<file path="src/rtl/bfpa_pkg.sv">
`timescale 1ns / 1ps
package bfpa_pkg;

  typedef logic [7:0] char_t;

  localparam int NUM_CHARS = 6;
  localparam int CNT_W = $clog2(NUM_CHARS + 1);

  localparam int VALUE_W = 32;
  localparam int RAW_W = 18;
  localparam int SCALED_W = 17;
  localparam logic [VALUE_W-2:0] LIMIT_EXCL = 31'd256000;

  localparam char_t ASCII_ZERO = 8'd48;
  localparam char_t ASCII_STAR = 8'h2A;
  localparam char_t ASCII_POINT = 8'h2E;
  localparam char_t ASCII_SPACE = 8'h20;

  // reciprocal constants, exact floor for any 17-bit dividend
  localparam int RECIP_W = 18;
  localparam int PROD_W = SCALED_W + RECIP_W;
  localparam logic [RECIP_W-1:0] RECIP_10 = 18'd209716;
  localparam int SHIFT_10 = 21;
  localparam logic [RECIP_W-1:0] RECIP_100 = 18'd167773;
  localparam int SHIFT_100 = 24;
  localparam logic [RECIP_W-1:0] RECIP_1000 = 18'd134218;
  localparam int SHIFT_1000 = 27;
  localparam logic [RECIP_W-1:0] RECIP_10000 = 18'd214749;
  localparam int SHIFT_10000 = 31;

endpackage

</file>
<file path="src/rtl/bfpa_serializer.sv">
`timescale 1ns / 1ps
module bfpa_serializer (
  input  logic                 clk,
  input  logic                 rst,
  input  logic                 load,
  input  bfpa_pkg::char_t      chars [bfpa_pkg::NUM_CHARS],
  output logic                 strobe,
  output bfpa_pkg::char_t      character,
  output logic                 last
);
  import bfpa_pkg::*;

  char_t            buffer [NUM_CHARS];
  logic [CNT_W-1:0] count;

  always_ff @(posedge clk) begin
    if (rst) begin
      count <= '0;
    end else if (load) begin
      count <= CNT_W'(NUM_CHARS);
    end else if (count != '0) begin
      count <= count - 1'b1;
    end
  end

  always_ff @(posedge clk) begin
    if (load) begin
      buffer <= chars;
    end else begin
      for (int i = 0; i < NUM_CHARS - 1; i++) begin
        buffer[i] <= buffer[i+1];
      end
      buffer[NUM_CHARS-1] <= buffer[NUM_CHARS-1];
    end
  end

  assign strobe = (count != '0);
  assign character = buffer[0];
  assign last = (count == CNT_W'(1));

endmodule

</file>
<file path="src/rtl/binary_fixed_point_to_ascii.sv">
`timescale 1ns / 1ps
// an accepted value is registered in value_a, then in the b and c stages, then loaded into the
// serializer, which strobes its first character at once; the rest follow one per cycle, the
// sixth one carrying last; busy, paced by the single character port, stays high after each
// accept until the hold counter runs down; the next value is taken while the last still prints
// reset clears the valid bits, the busy counter and the character count
// the receiver cannot stall: every strobed character is taken in its cycle
module binary_fixed_point_to_ascii (
  input  logic                           clk,
  input  logic                           rst,
  input  logic                           start,
  output logic                           busy,
  input  logic signed [bfpa_pkg::VALUE_W-1:0] value,
  output logic                           strobe,
  output logic [7:0]                     character,
  output logic                           last
);
  import bfpa_pkg::*;

  logic [CNT_W-1:0] hold;
  logic             accept;

  logic                vld_a;
  logic [VALUE_W-1:0]  value_a;
  logic                vld_b;
  logic                ovf_b;
  logic [SCALED_W-1:0] scaled_b;
  logic                vld_c;
  logic                ovf_c;
  logic [SCALED_W-1:0] scaled_c;
  logic [13:0]         q1_c;
  logic [9:0]          q2_c;
  logic [6:0]          q3_c;
  logic [3:0]          q4_c;

  logic [RAW_W+4:0]    times25;
  logic [PROD_W-1:0]   prod_10;
  logic [PROD_W-1:0]   prod_100;
  logic [PROD_W-1:0]   prod_1000;
  logic [PROD_W-1:0]   prod_10000;
  logic [3:0]          d0;
  logic [3:0]          d1;
  logic [3:0]          d2;
  logic [3:0]          d3;
  logic [3:0]          d4;
  char_t               chars [NUM_CHARS];

  assign accept = start && !busy;
  assign busy = (hold != '0);

  // holding off new items until the hold counter runs down keeps the serializer from overrunning
  always_ff @(posedge clk) begin
    if (rst) begin
      hold <= '0;
    end else if (accept) begin
      hold <= CNT_W'(NUM_CHARS - 1);
    end else if (hold != '0) begin
      hold <= hold - 1'b1;
    end
  end

  always_ff @(posedge clk) begin
    if (rst) begin
      vld_a <= 1'b0;
      vld_b <= 1'b0;
      vld_c <= 1'b0;
    end else begin
      vld_a <= accept;
      vld_b <= vld_a;
      vld_c <= vld_b;
    end
  end

  // x * 100 / 256 == x * 25 / 64
  assign times25 = {1'b0, value_a[RAW_W-1:0], 4'b0000}
                 + {2'b00, value_a[RAW_W-1:0], 3'b000}
                 + {5'b00000, value_a[RAW_W-1:0]};

  always_ff @(posedge clk) begin
    if (accept) begin
      value_a <= value;
    end
    ovf_b <= value_a[VALUE_W-1] || (value_a[VALUE_W-2:0] >= LIMIT_EXCL);
    scaled_b <= times25[SCALED_W+5:6];
  end

  assign prod_10    = PROD_W'(scaled_b) * PROD_W'(RECIP_10);
  assign prod_100   = PROD_W'(scaled_b) * PROD_W'(RECIP_100);
  assign prod_1000  = PROD_W'(scaled_b) * PROD_W'(RECIP_1000);
  assign prod_10000 = PROD_W'(scaled_b) * PROD_W'(RECIP_10000);

  always_ff @(posedge clk) begin
    ovf_c <= ovf_b;
    scaled_c <= scaled_b;
    q1_c <= prod_10[SHIFT_10+13:SHIFT_10];
    q2_c <= prod_100[SHIFT_100+9:SHIFT_100];
    q3_c <= prod_1000[SHIFT_1000+6:SHIFT_1000];
    q4_c <= prod_10000[SHIFT_10000+3:SHIFT_10000];
  end

  // each digit but d0 is a quotient minus ten times the next coarser one; d0 is q4_c itself
  always_comb begin
    d4 = 4'(scaled_c - SCALED_W'({q1_c, 3'b000}) - SCALED_W'({q1_c, 1'b0}));
    d3 = 4'(q1_c - 14'({q2_c, 3'b000}) - 14'({q2_c, 1'b0}));
    d2 = 4'(q2_c - 10'({q3_c, 3'b000}) - 10'({q3_c, 1'b0}));
    d1 = 4'(q3_c - 7'({q4_c, 3'b000}) - 7'({q4_c, 1'b0}));
    d0 = q4_c;
  end

  always_comb begin
    if (ovf_c) begin
      chars[0] = ASCII_STAR;
      chars[1] = ASCII_STAR;
      chars[2] = ASCII_STAR;
      chars[3] = ASCII_POINT;
      chars[4] = ASCII_STAR;
      chars[5] = ASCII_STAR;
    end else begin
      // leading zero blanking on the first two positions
      chars[0] = (d0 == 4'd0) ? ASCII_SPACE : ASCII_ZERO + char_t'(d0);
      chars[1] = (d0 == 4'd0 && d1 == 4'd0) ? ASCII_SPACE : ASCII_ZERO + char_t'(d1);
      chars[2] = ASCII_ZERO + char_t'(d2);
      chars[3] = ASCII_POINT;
      chars[4] = ASCII_ZERO + char_t'(d3);
      chars[5] = ASCII_ZERO + char_t'(d4);
    end
  end

  bfpa_serializer u_serializer (
    .clk       (clk),
    .rst       (rst),
    .load      (vld_c),
    .chars     (chars),
    .strobe    (strobe),
    .character (character),
    .last      (last)
  );

endmodule

</file>
<file path="config.mk">
export PLATFORM = sky130hd
export DESIGN_NAME = binary_fixed_point_to_ascii
export DESIGN_NICKNAME = d
export VERILOG_FILES = /design/src/rtl/bfpa_pkg.sv /design/src/rtl/bfpa_serializer.sv /design/src/rtl/binary_fixed_point_to_ascii.sv
export SDC_FILE = /design/constraint.sdc
export NUM_CORES = 1
export LEC_CHECK = 0
export BUFFER_PORTS_ARGS = -buffer_cell sky130_fd_sc_hd__buf_2
export CELL_PAD_IN_SITES_DETAIL_PLACEMENT = 0
export CELL_PAD_IN_SITES_GLOBAL_PLACEMENT = 1
export CORE_ASPECT_RATIO = 2
export CORE_MARGIN = 2
export CORE_UTILIZATION = 45
export DETAILED_ROUTE_END_ITERATION = 12
export GPL_TIMING_DRIVEN = 1
export PLACE_DENSITY = 0.77
export SLEW_MARGIN = 20
export SYNTH_ARGS = -nofsm -noshare
export SYNTH_HDL_FRONTEND = slang
export SYNTH_HIERARCHICAL = 1
export SYNTH_SLANG_ARGS = --single-unit
</file>
<file path="constraint.sdc">
create_clock -name clk -period 7.2 [get_ports clk]
set_input_delay 0.36 -clock clk [delete_from_list [all_inputs] [get_ports clk]]
set_output_delay 0.36 -clock clk [all_outputs]
set_load 0.05 [all_outputs]
</file>
# == After elaboration in Yosys (flattened, before gate mapping) ==
# Index checks and enable logic that the tools add are counted.
# Widths: inputs -> output; s select.
# word_totals
output_inout_bits,11
word_cells,65
ff_bits,128
# op_classes
order_cmp,1
muxes,8
eq_ne,1
add_sub_neg,17
multipliers,4
n_reduce_logical,12
# ops
operator,n
$mux 48,1
$mux 47,1
$add 6x4->7 const A,5
$mul 17x18->35 const B,1
$sub 4x4->4,8
$ge 31x18->1 const B,1
$mul 17x17->30 const B,1
$mul 17x18->28 const B,1
$add 22x21->23,1
$add 23x18->23,1
$mul 17x16->23 const B,1
$mux 7,2
$mux 3,4
$logic_not 4->1,2
$reduce_bool 3->1,2
$sub 3x1->3 const B,2
$reduce_bool 2->1,2
$reduce_or 2->1,2
$eq 3x1->1 const B,1
$logic_and 1x1->1,2
$logic_not 1->1,1
$logic_or 1x1->1,1

# == Longest topological paths before layout ==
# Gate-level depths: netlist of the first run.
# logic_depth
depth_word,7
mapped_depth,20
mapped_depth_nobuf,20

# == By module ==
# Netlist of the first run, hierarchy kept.
# by_module_without_submodules
mod,seq_area_each_um2,instances,cells_per_inst,area_per_inst_um2
binary_fixed_point_to_ascii,1861.8,1,1829,18680.4
bfpa_serializer,1101.1,1,119,1740.4

# == Worst setup path before layout of the first run ==
# Ideal clock, no wire load.
# synth_path
path_type,reg2reg
start,reg scaled_b[15]
end,"reg q4_c[3], in the netlist d0[3]"
path_stages_with_launch,19
period_less_slack_ps,5943
path_buffers,0
setup_slack_ps,1257
setup_time_ps,134
arrival_ps,5809
t_required_ps,7066
cell_sequence,dfxtp_1 inv_1 ha_1 fa_1 fa_1 fa_1 inv_1 fa_1 inv_1 fa_1 inv_1 ha_1 and3_1 and4_1 and4_4 a211oi_2 o311ai_1 and4_1 or4_1
# synth_via
elab_chain_cells,1
# synth_lines
element,line,rtl
from (decl),binary_fixed_point_to_ascii.sv:27,logic [SCALED_W-1:0] scaled_b;
from (signal assigned),binary_fixed_point_to_ascii.sv:84,scaled_b <= times25[SCALED_W+5:6];
$mul 17x18->35,binary_fixed_point_to_ascii.sv:90,assign prod_10000 = PROD_W'(scaled_b) * PROD_W'(RECIP_10000);
net prod_10000[34],binary_fixed_point_to_ascii.sv:40,logic [PROD_W-1:0] prod_10000;
to (signal assigned),binary_fixed_point_to_ascii.sv:98,q4_c <= prod_10000[SHIFT_10000+3:SHIFT_10000];
to (decl),binary_fixed_point_to_ascii.sv:34,logic [3:0] q4_c;
# The timed path passes the listed nets, and every way through them passes these cells.
# A chain may end at the register's enable or synchronous reset.

# == Worst setup path after layout of the first run ==
# Same ends and word-level chain as after synthesis.

==> qor.yml, run 1 <==
rsz0062_at_grt: "false"
root_buffer: "clkbuf_16"
yosysWarningCount: 6
cap_viol_max_count: 0
cp_max_fo: 7
timing_hold_violations_final: 0
ant_nets: 0
syn-mean-instance-area_um2: 10.48
r2r_cells: 18
vias: 13590
reg2reg_to: "d0[3]$_DFF_P_"
drt_pass1_iterations: 5
start_util_pct: 45.51
finalClockSkew_ns: 0.01781
crit_end: "d0[3]$_DFF_P_"
cp-start-kind: "flip-flop"
cp_num_cells: 18
ioPinCount: 46
clkSinkCount: 128
tightestPinTransition_ns: 0.7963
seq_area_um2: 2967
slowest_delay_ns: 0.61
grt_antenna_before_repair: 2
place_congestion: 0.9895
rrSetupSlack_ns: 0.80
grt_use_total_pct: 27.39
synth.top_cell.area_share_pct: 33.23
fmax_ghz: 0.1563
slowest_stage: "o311ai_1"
die_area_um2: 47200
clk_pin_slew_ns: 0.07
drc_errors: 0
r2r-start: "scaled_b[15]$_DFF_P_"
htreeDepth: 4
cts_tree: "built"
hold_buffers: 0
worstSetupPathType: "reg -> reg"
syn_inst: 1948
synth_edf_count: 40
fin_crit_sh_pct: 88.87
crit_path_end_kind: "flip-flop"
netlist_area_um2: 20420
die_x_um: 154.6
ys_types: 57
slew_viol_final: 0
via_per_inst: 5.154
numCtsBuffers: 17
io_buffers: 45
synth-seq-area-share_pct: 14.51
clk_latency_ns: 0.46
grt_pass1_wl_um: 91870
grt_pass1_vias: 15780
cts_resized: 0
tns_ns: 0
first_iter_violations: 496
setup_viol: 0
finalCriticalPeriod_ns: 6.399
min_path_type: "in -> reg"
synth_area_leader_cell: "fa_1"
finalNetCount: 2866
worst-endpoint-required_ns: 7.52
crit_path_start: "scaled_b[15]$_DFF_P_"
cp.arrival_ns: 6.72
grt_overflow: 0
num_rows: 110
ys_ff_latch: 128
fillCellCount: 4185
core_region_area_um2: 44870
drive_gt1_share_pct: 8.386
grt_max_degree: 51
status: "completed"
multiInputGateArea_um2: 15170
slew_headroom_pct: 46.59
synthTopCellsByArea: "fa_1, ha_1, inv_1"
crit_top_cell: "fa_1"
critPathBufInv: 5
drt_wl_total_um: 61360
async_flop_share_pct: 0
hpwlAfterDp_um: 54670
cp_cell_sequence: "buf_4 > fa_1 > inv_1 > fa_1 > inv_1 > fa_1 > fa_1 > fa_1 > inv_1 > fa_1 > inv_1 > ha_1 > nand2_1 > nor3_1 > nand4_1 > o311ai_1 > a2111oi_0 > or4_1"
wl_per_cell_um: 23.28
cts.path.max_buffers: 2
die_h_um: 305.3
postCtsSetupBuffers: 0
synthFlopType: "dfxtp_1"
crit_family: "adder cells"
synthToLayoutAreaGrowth_pct: 9.209
-- area by class of cell --
type | count | share of cell area, %
diodes | 1 | 0.01122
clock buffers | 17 | 1.908
flip-flops and latches | 128 | 13.30
inverters | 606 | 10.20
repair buffers | 90 | 2.525
well taps | 560 | 3.142
multi-input cells | 1219 | 68.04
clock inverters | 15 | 0.8752
-- synth_stat cells, drive strengths merged (12+ instances only) --
cell type  number
fa            339
a21o           17
nor3           19
buf            13
xor2           18
ha            430
dfxtp          88
a211oi         15
xnor2          52
o21ai          27
inv           606
nor2b          12
edfxtp         40
nand3          17
nor2           36
mux2           40
a21oi          37
nand2          42
-- placed cells by master (no fill, tap or decap), types with 40 or more instances in the layout --
master / Yosys / final
mux2_2: 40 / 40
ha_1: 430 / 430
dfxtp_1: 88 / 87
xnor2_1: 52 / 52
buf_2: 5 / 45
inv_1: 606 / 606
buf_4: 8 / 45
edfxtp_1: 40 / 40
nand2_1: 42 / 42
fa_1: 339 / 339
-- routing by layer --
layer / global-route usage [%] / share of wire (%) / vias to the layer above
met5: 0 / 0.021 / -
met4: 28.29 / 13 / 2
met1: 22.05 / 28 / 6709
li1: - / - / 6280
met2: 53.09 / 56 / 354
met3: 3.572 / 2.6 / 241
-- through the flow --
step	hold WS (ns)	cell area, µm²	worst slack (ns)	util (%)	cells
5_1_grt	0.06772	22300	0.4681	49.70	2635
3_5_place_dp	0.4070	21680	0.8803	48.31	2603
2_1_floorplan	0.3096	20500	1.257	-	1969
4_1_cts	0.06832	22300	0.8619	49.69	2635
6_report	0.07658	22300	0.8011	49.70	2636
3_3_place_gp	0.4026	21680	0.8901	48.31	2603
-- how the worst min path moves through the flow --
| stage | cells after the start | startpoint | slack (ns) | to |
|---|---|---|---|---|
| floorplan | 0 | ovf_b$_DFF_P_ | 0.31 | ovf_c$_DFF_P_ |
| global placement | 0 | ovf_b$_DFF_P_ | 0.40 | ovf_c$_DFF_P_ |
| detailed placement | 0 | ovf_b$_DFF_P_ | 0.41 | ovf_c$_DFF_P_ |
| CTS | 1 | value[21] | 0.07 | value_a[21]$_DFFE_PP_ |
| global route | 1 | value[3] | 0.07 | value_a[3]$_DFFE_PP_ |
| finish | 1 | value[21] | 0.08 | value_a[21]$_DFFE_PP_ |
-- cell families (layout without fill, tap and decap cells) --
group,count (synthesis),after routing,synth area share (%)
adder cells (fa/ha/maj),769,769,59.58
buffers and inverters,622,728,11.61
AND/OR/NAND/NOR,173,173,4.264
AO/OA/AOI/OAI,143,143,4.742
flip-flops,128,128,14.51
XOR/XNOR,70,70,3.002
multiplexers,41,41,2.255
other,2,24,0.03678
-- flip-flops by register name, summed over array words and instances, names as in the netlist --
register                count
d0                          4
vld_a                       1
scaled_c                    4
ovf_b                       1
value_a                    32
q3_c                        4
u_serializer/character      8
hold                        3
vld_c                       1
u_serializer/buffer        40
ovf_c                       1
q2_c                        4
q1_c                        4
vld_b                       1
scaled_b                   17
u_serializer/count          3
-- worst reg2reg max path: stages (launching register included) --
cell	delay, ns
dfxtp_1	0.48
buf_4	0.24
fa_1	0.45
inv_1	0.20
fa_1	0.45
inv_1	0.13
fa_1	0.44
fa_1	0.52
fa_1	0.54
inv_1	0.05
fa_1	0.53
inv_1	0.04
ha_1	0.32
nand2_1	0.07
nor3_1	0.26
nand4_1	0.17
o311ai_1	0.62
a2111oi_0	0.24
or4_1	0.53
Power of run 1 is left out: the tool's default activity adds up to more than one toggle a clock period on the data nets, which glitch-free logic cannot reach.
==> run 2: changes to the inputs <==
--- a/config.mk
+++ b/config.mk
@@ -8,9 +8,9 @@
 export BUFFER_PORTS_ARGS = -buffer_cell sky130_fd_sc_hd__buf_2
 export CELL_PAD_IN_SITES_DETAIL_PLACEMENT = 0
 export CELL_PAD_IN_SITES_GLOBAL_PLACEMENT = 1
-export CORE_ASPECT_RATIO = 2
-export CORE_MARGIN = 2
+export CORE_ASPECT_RATIO = 0.7
 export CORE_UTILIZATION = 45
+export CTS_BUF_LIST = sky130_fd_sc_hd__clkbuf_4 sky130_fd_sc_hd__clkbuf_8 sky130_fd_sc_hd__clkbuf_16
 export DETAILED_ROUTE_END_ITERATION = 12
 export GPL_TIMING_DRIVEN = 1
 export PLACE_DENSITY = 0.77
==> run 2 against run 1 <==
Against the previous run:
- final cell count is 0.80% higher
- first-iteration DRC count is 38% higher
- critical path depth is 1 higher
- count of clock-buffer cells in the layout stayed put
- non-clock buffer count is 12 lower
- design area is 0.17% lower
- highest routed layer unchanged
- maximum frequency is 1.2% lower
- setup slack worse by 0.079 ns
- critical endpoint unchanged
- wire length is 16% lower
==> qor.yml, run 2 (same netlist as run 1, synthesis figures left out) <==
status: "completed"
drc_errors: 0
core_region_area_um2: 44200
hold_buffers: 0
grt_max_degree: 44
setup_viol: 0
grt_overflow: 0
diodes: 0
io_buffers: 45
multiInputGateArea_um2: 15170
via_per_inst: 4.983
tightestPinTransition_ns: 0.6879
min_path_type: "in -> reg"
slew_viol_final: 0
timing_hold_violations_final: 0
finalClockSkew_ns: 0.01111
finalCriticalPeriod_ns: 6.478
slew_headroom_pct: 54.08
seq_area_um2: 2964
clk_latency_ns: 0.44
numCtsBuffers: 17
hpwlAfterDp_um: 45760
fillCellCount: 4070
clkSinkCount: 128
layout_common_cells: "inv_1, ha_1, fa_1"
first_iter_violations: 685
hold_depth: 1
postCtsSetupBuffers: 0
cts_tree: "built"
grt_pass1_wl_um: 81310
root_buffer: "clkbuf_16"
largest_register: "u_serializer/buffer"
rrSetupSlack_ns: 0.72
num_rows: 64
cts.path.max_buffers: 2
tns_ns: 0
min_to: "value_a[12]$_DFFE_PP_"
rsz0062_at_grt: "false"
drt_wl_total_um: 51460
synthToLayoutAreaGrowth_pct: 9.019
ioPinCount: 46
start_util_pct: 46.20
htreeDepth: 4
reg_top3: "u_serializer/buffer: 40 flops, value_a: 32 flops, scaled_b: 17 flops"
drive_gt1_share_pct: 7.804
wl_per_cell_um: 19.37
cap_viol_max_count: 0
r2r-start: "scaled_b[15]$_DFF_P_"
r2r_cells: 19
reg2reg_to: "d0[3]$_DFF_P_"
grt_antenna_before_repair: 2
die_h_um: 180.2
place_congestion: 0.9833
cp.arrival_ns: 6.79
worstSetupPathType: "reg -> reg"
drt_pass1_iterations: 5
cp-start-kind: "flip-flop"
fmax_ghz: 0.1544
die_x_um: 256.6
final_common_cell: "inv_1"
fin_crit_sh_pct: 89.97
clk_pin_slew_ns: 0.07
ant_nets: 0
worst-endpoint-required_ns: 7.51
die_area_um2: 46250
crit_path_end_kind: "flip-flop"
cp_max_fo: 8
vias: 13240
cts_resized: 0
largest_reg_flops: 40
grt_pass1_vias: 14320
min_from: "value[12]"
grt_use_total_pct: 23.61
finalNetCount: 2854
-- run 2: cell types whose count changed in the layout (fill, tap and decap cells not counted) --
cell and change:
clkinv_8 -1, dfxtp_4 -1, a211oi_2 -1, diode_2 -1, buf_4 -12, a211oi_1 +1, inv_8 +2, inv_6 -1
bufinv_16 +1, dfxtp_2 +1, clkinv_4 -1
-- run 2: layer usage --
metal	track usage [%]	wire length [µm]
met5	0	19
met4	3.810	676
met3	8.158	4789
met2	34.62	21430
met1	33.99	24540
-- run 2: area by class of cell --
type,instances,area share [%]
multi-input combinational,1219,68.13
sequential,128,13.31
inverter,606,10.22
tap,594,3.338
timing repair buffer,78,2.124
clock buffer,17,1.911
clock inverter,15,0.9611
-- run 2: worst max path at each step --
| stage | start | end | slack [ns] | depth (start not counted) |
|---|---|---|---|---|
| after floorplan | scaled_b[15]$_DFF_P_ | d0[3]$_DFF_P_ | 1.26 | 18 |
| after global placement | scaled_b[15]$_DFF_P_ | d0[3]$_DFF_P_ | 0.89 | 19 |
| after detailed placement | scaled_b[15]$_DFF_P_ | d0[3]$_DFF_P_ | 0.78 | 19 |
| after CTS | scaled_b[15]$_DFF_P_ | d0[3]$_DFF_P_ | 0.78 | 19 |
| after global routing | scaled_b[9]$_DFF_P_ | d0[3]$_DFF_P_ | 0.48 | 17 |
| final | scaled_b[15]$_DFF_P_ | d0[3]$_DFF_P_ | 0.72 | 19 |
-- run 2: per-stage QoR --
step | hold slack (ns) | area [µm²] | setup WS, ns | cells | util, %
after floorplan | 0.3096 | 20500 | 1.257 | 1969 | -
after global placement | 0.3119 | 21620 | 0.8936 | 2625 | 48.92
after detailed placement | 0.3185 | 21620 | 0.7830 | 2625 | 48.92
after CTS | 0.06421 | 22260 | 0.7822 | 2657 | 50.37
after global routing | 0.05792 | 22260 | 0.4817 | 2657 | 50.37
final | 0.08509 | 22260 | 0.7222 | 2657 | 50.37
-- run 2: worst max-delay path, stage by stage (launching register included) --
cell and delay, ns:
dfxtp_1 0.52, buf_4 0.27, ha_1 0.26, inv_1 0.21, fa_1 0.53, fa_1 0.53, fa_1 0.54, inv_1 0.05
fa_1 0.54, inv_1 0.06, fa_1 0.55, inv_1 0.05, ha_1 0.40, and3_1 0.23, a2111oi_4 0.33, a211oi_1 0.11
a211oi_2 0.21, o311ai_1 0.22, and4_1 0.25, or4_1 0.50
Power of run 2 is left out for the same reason.
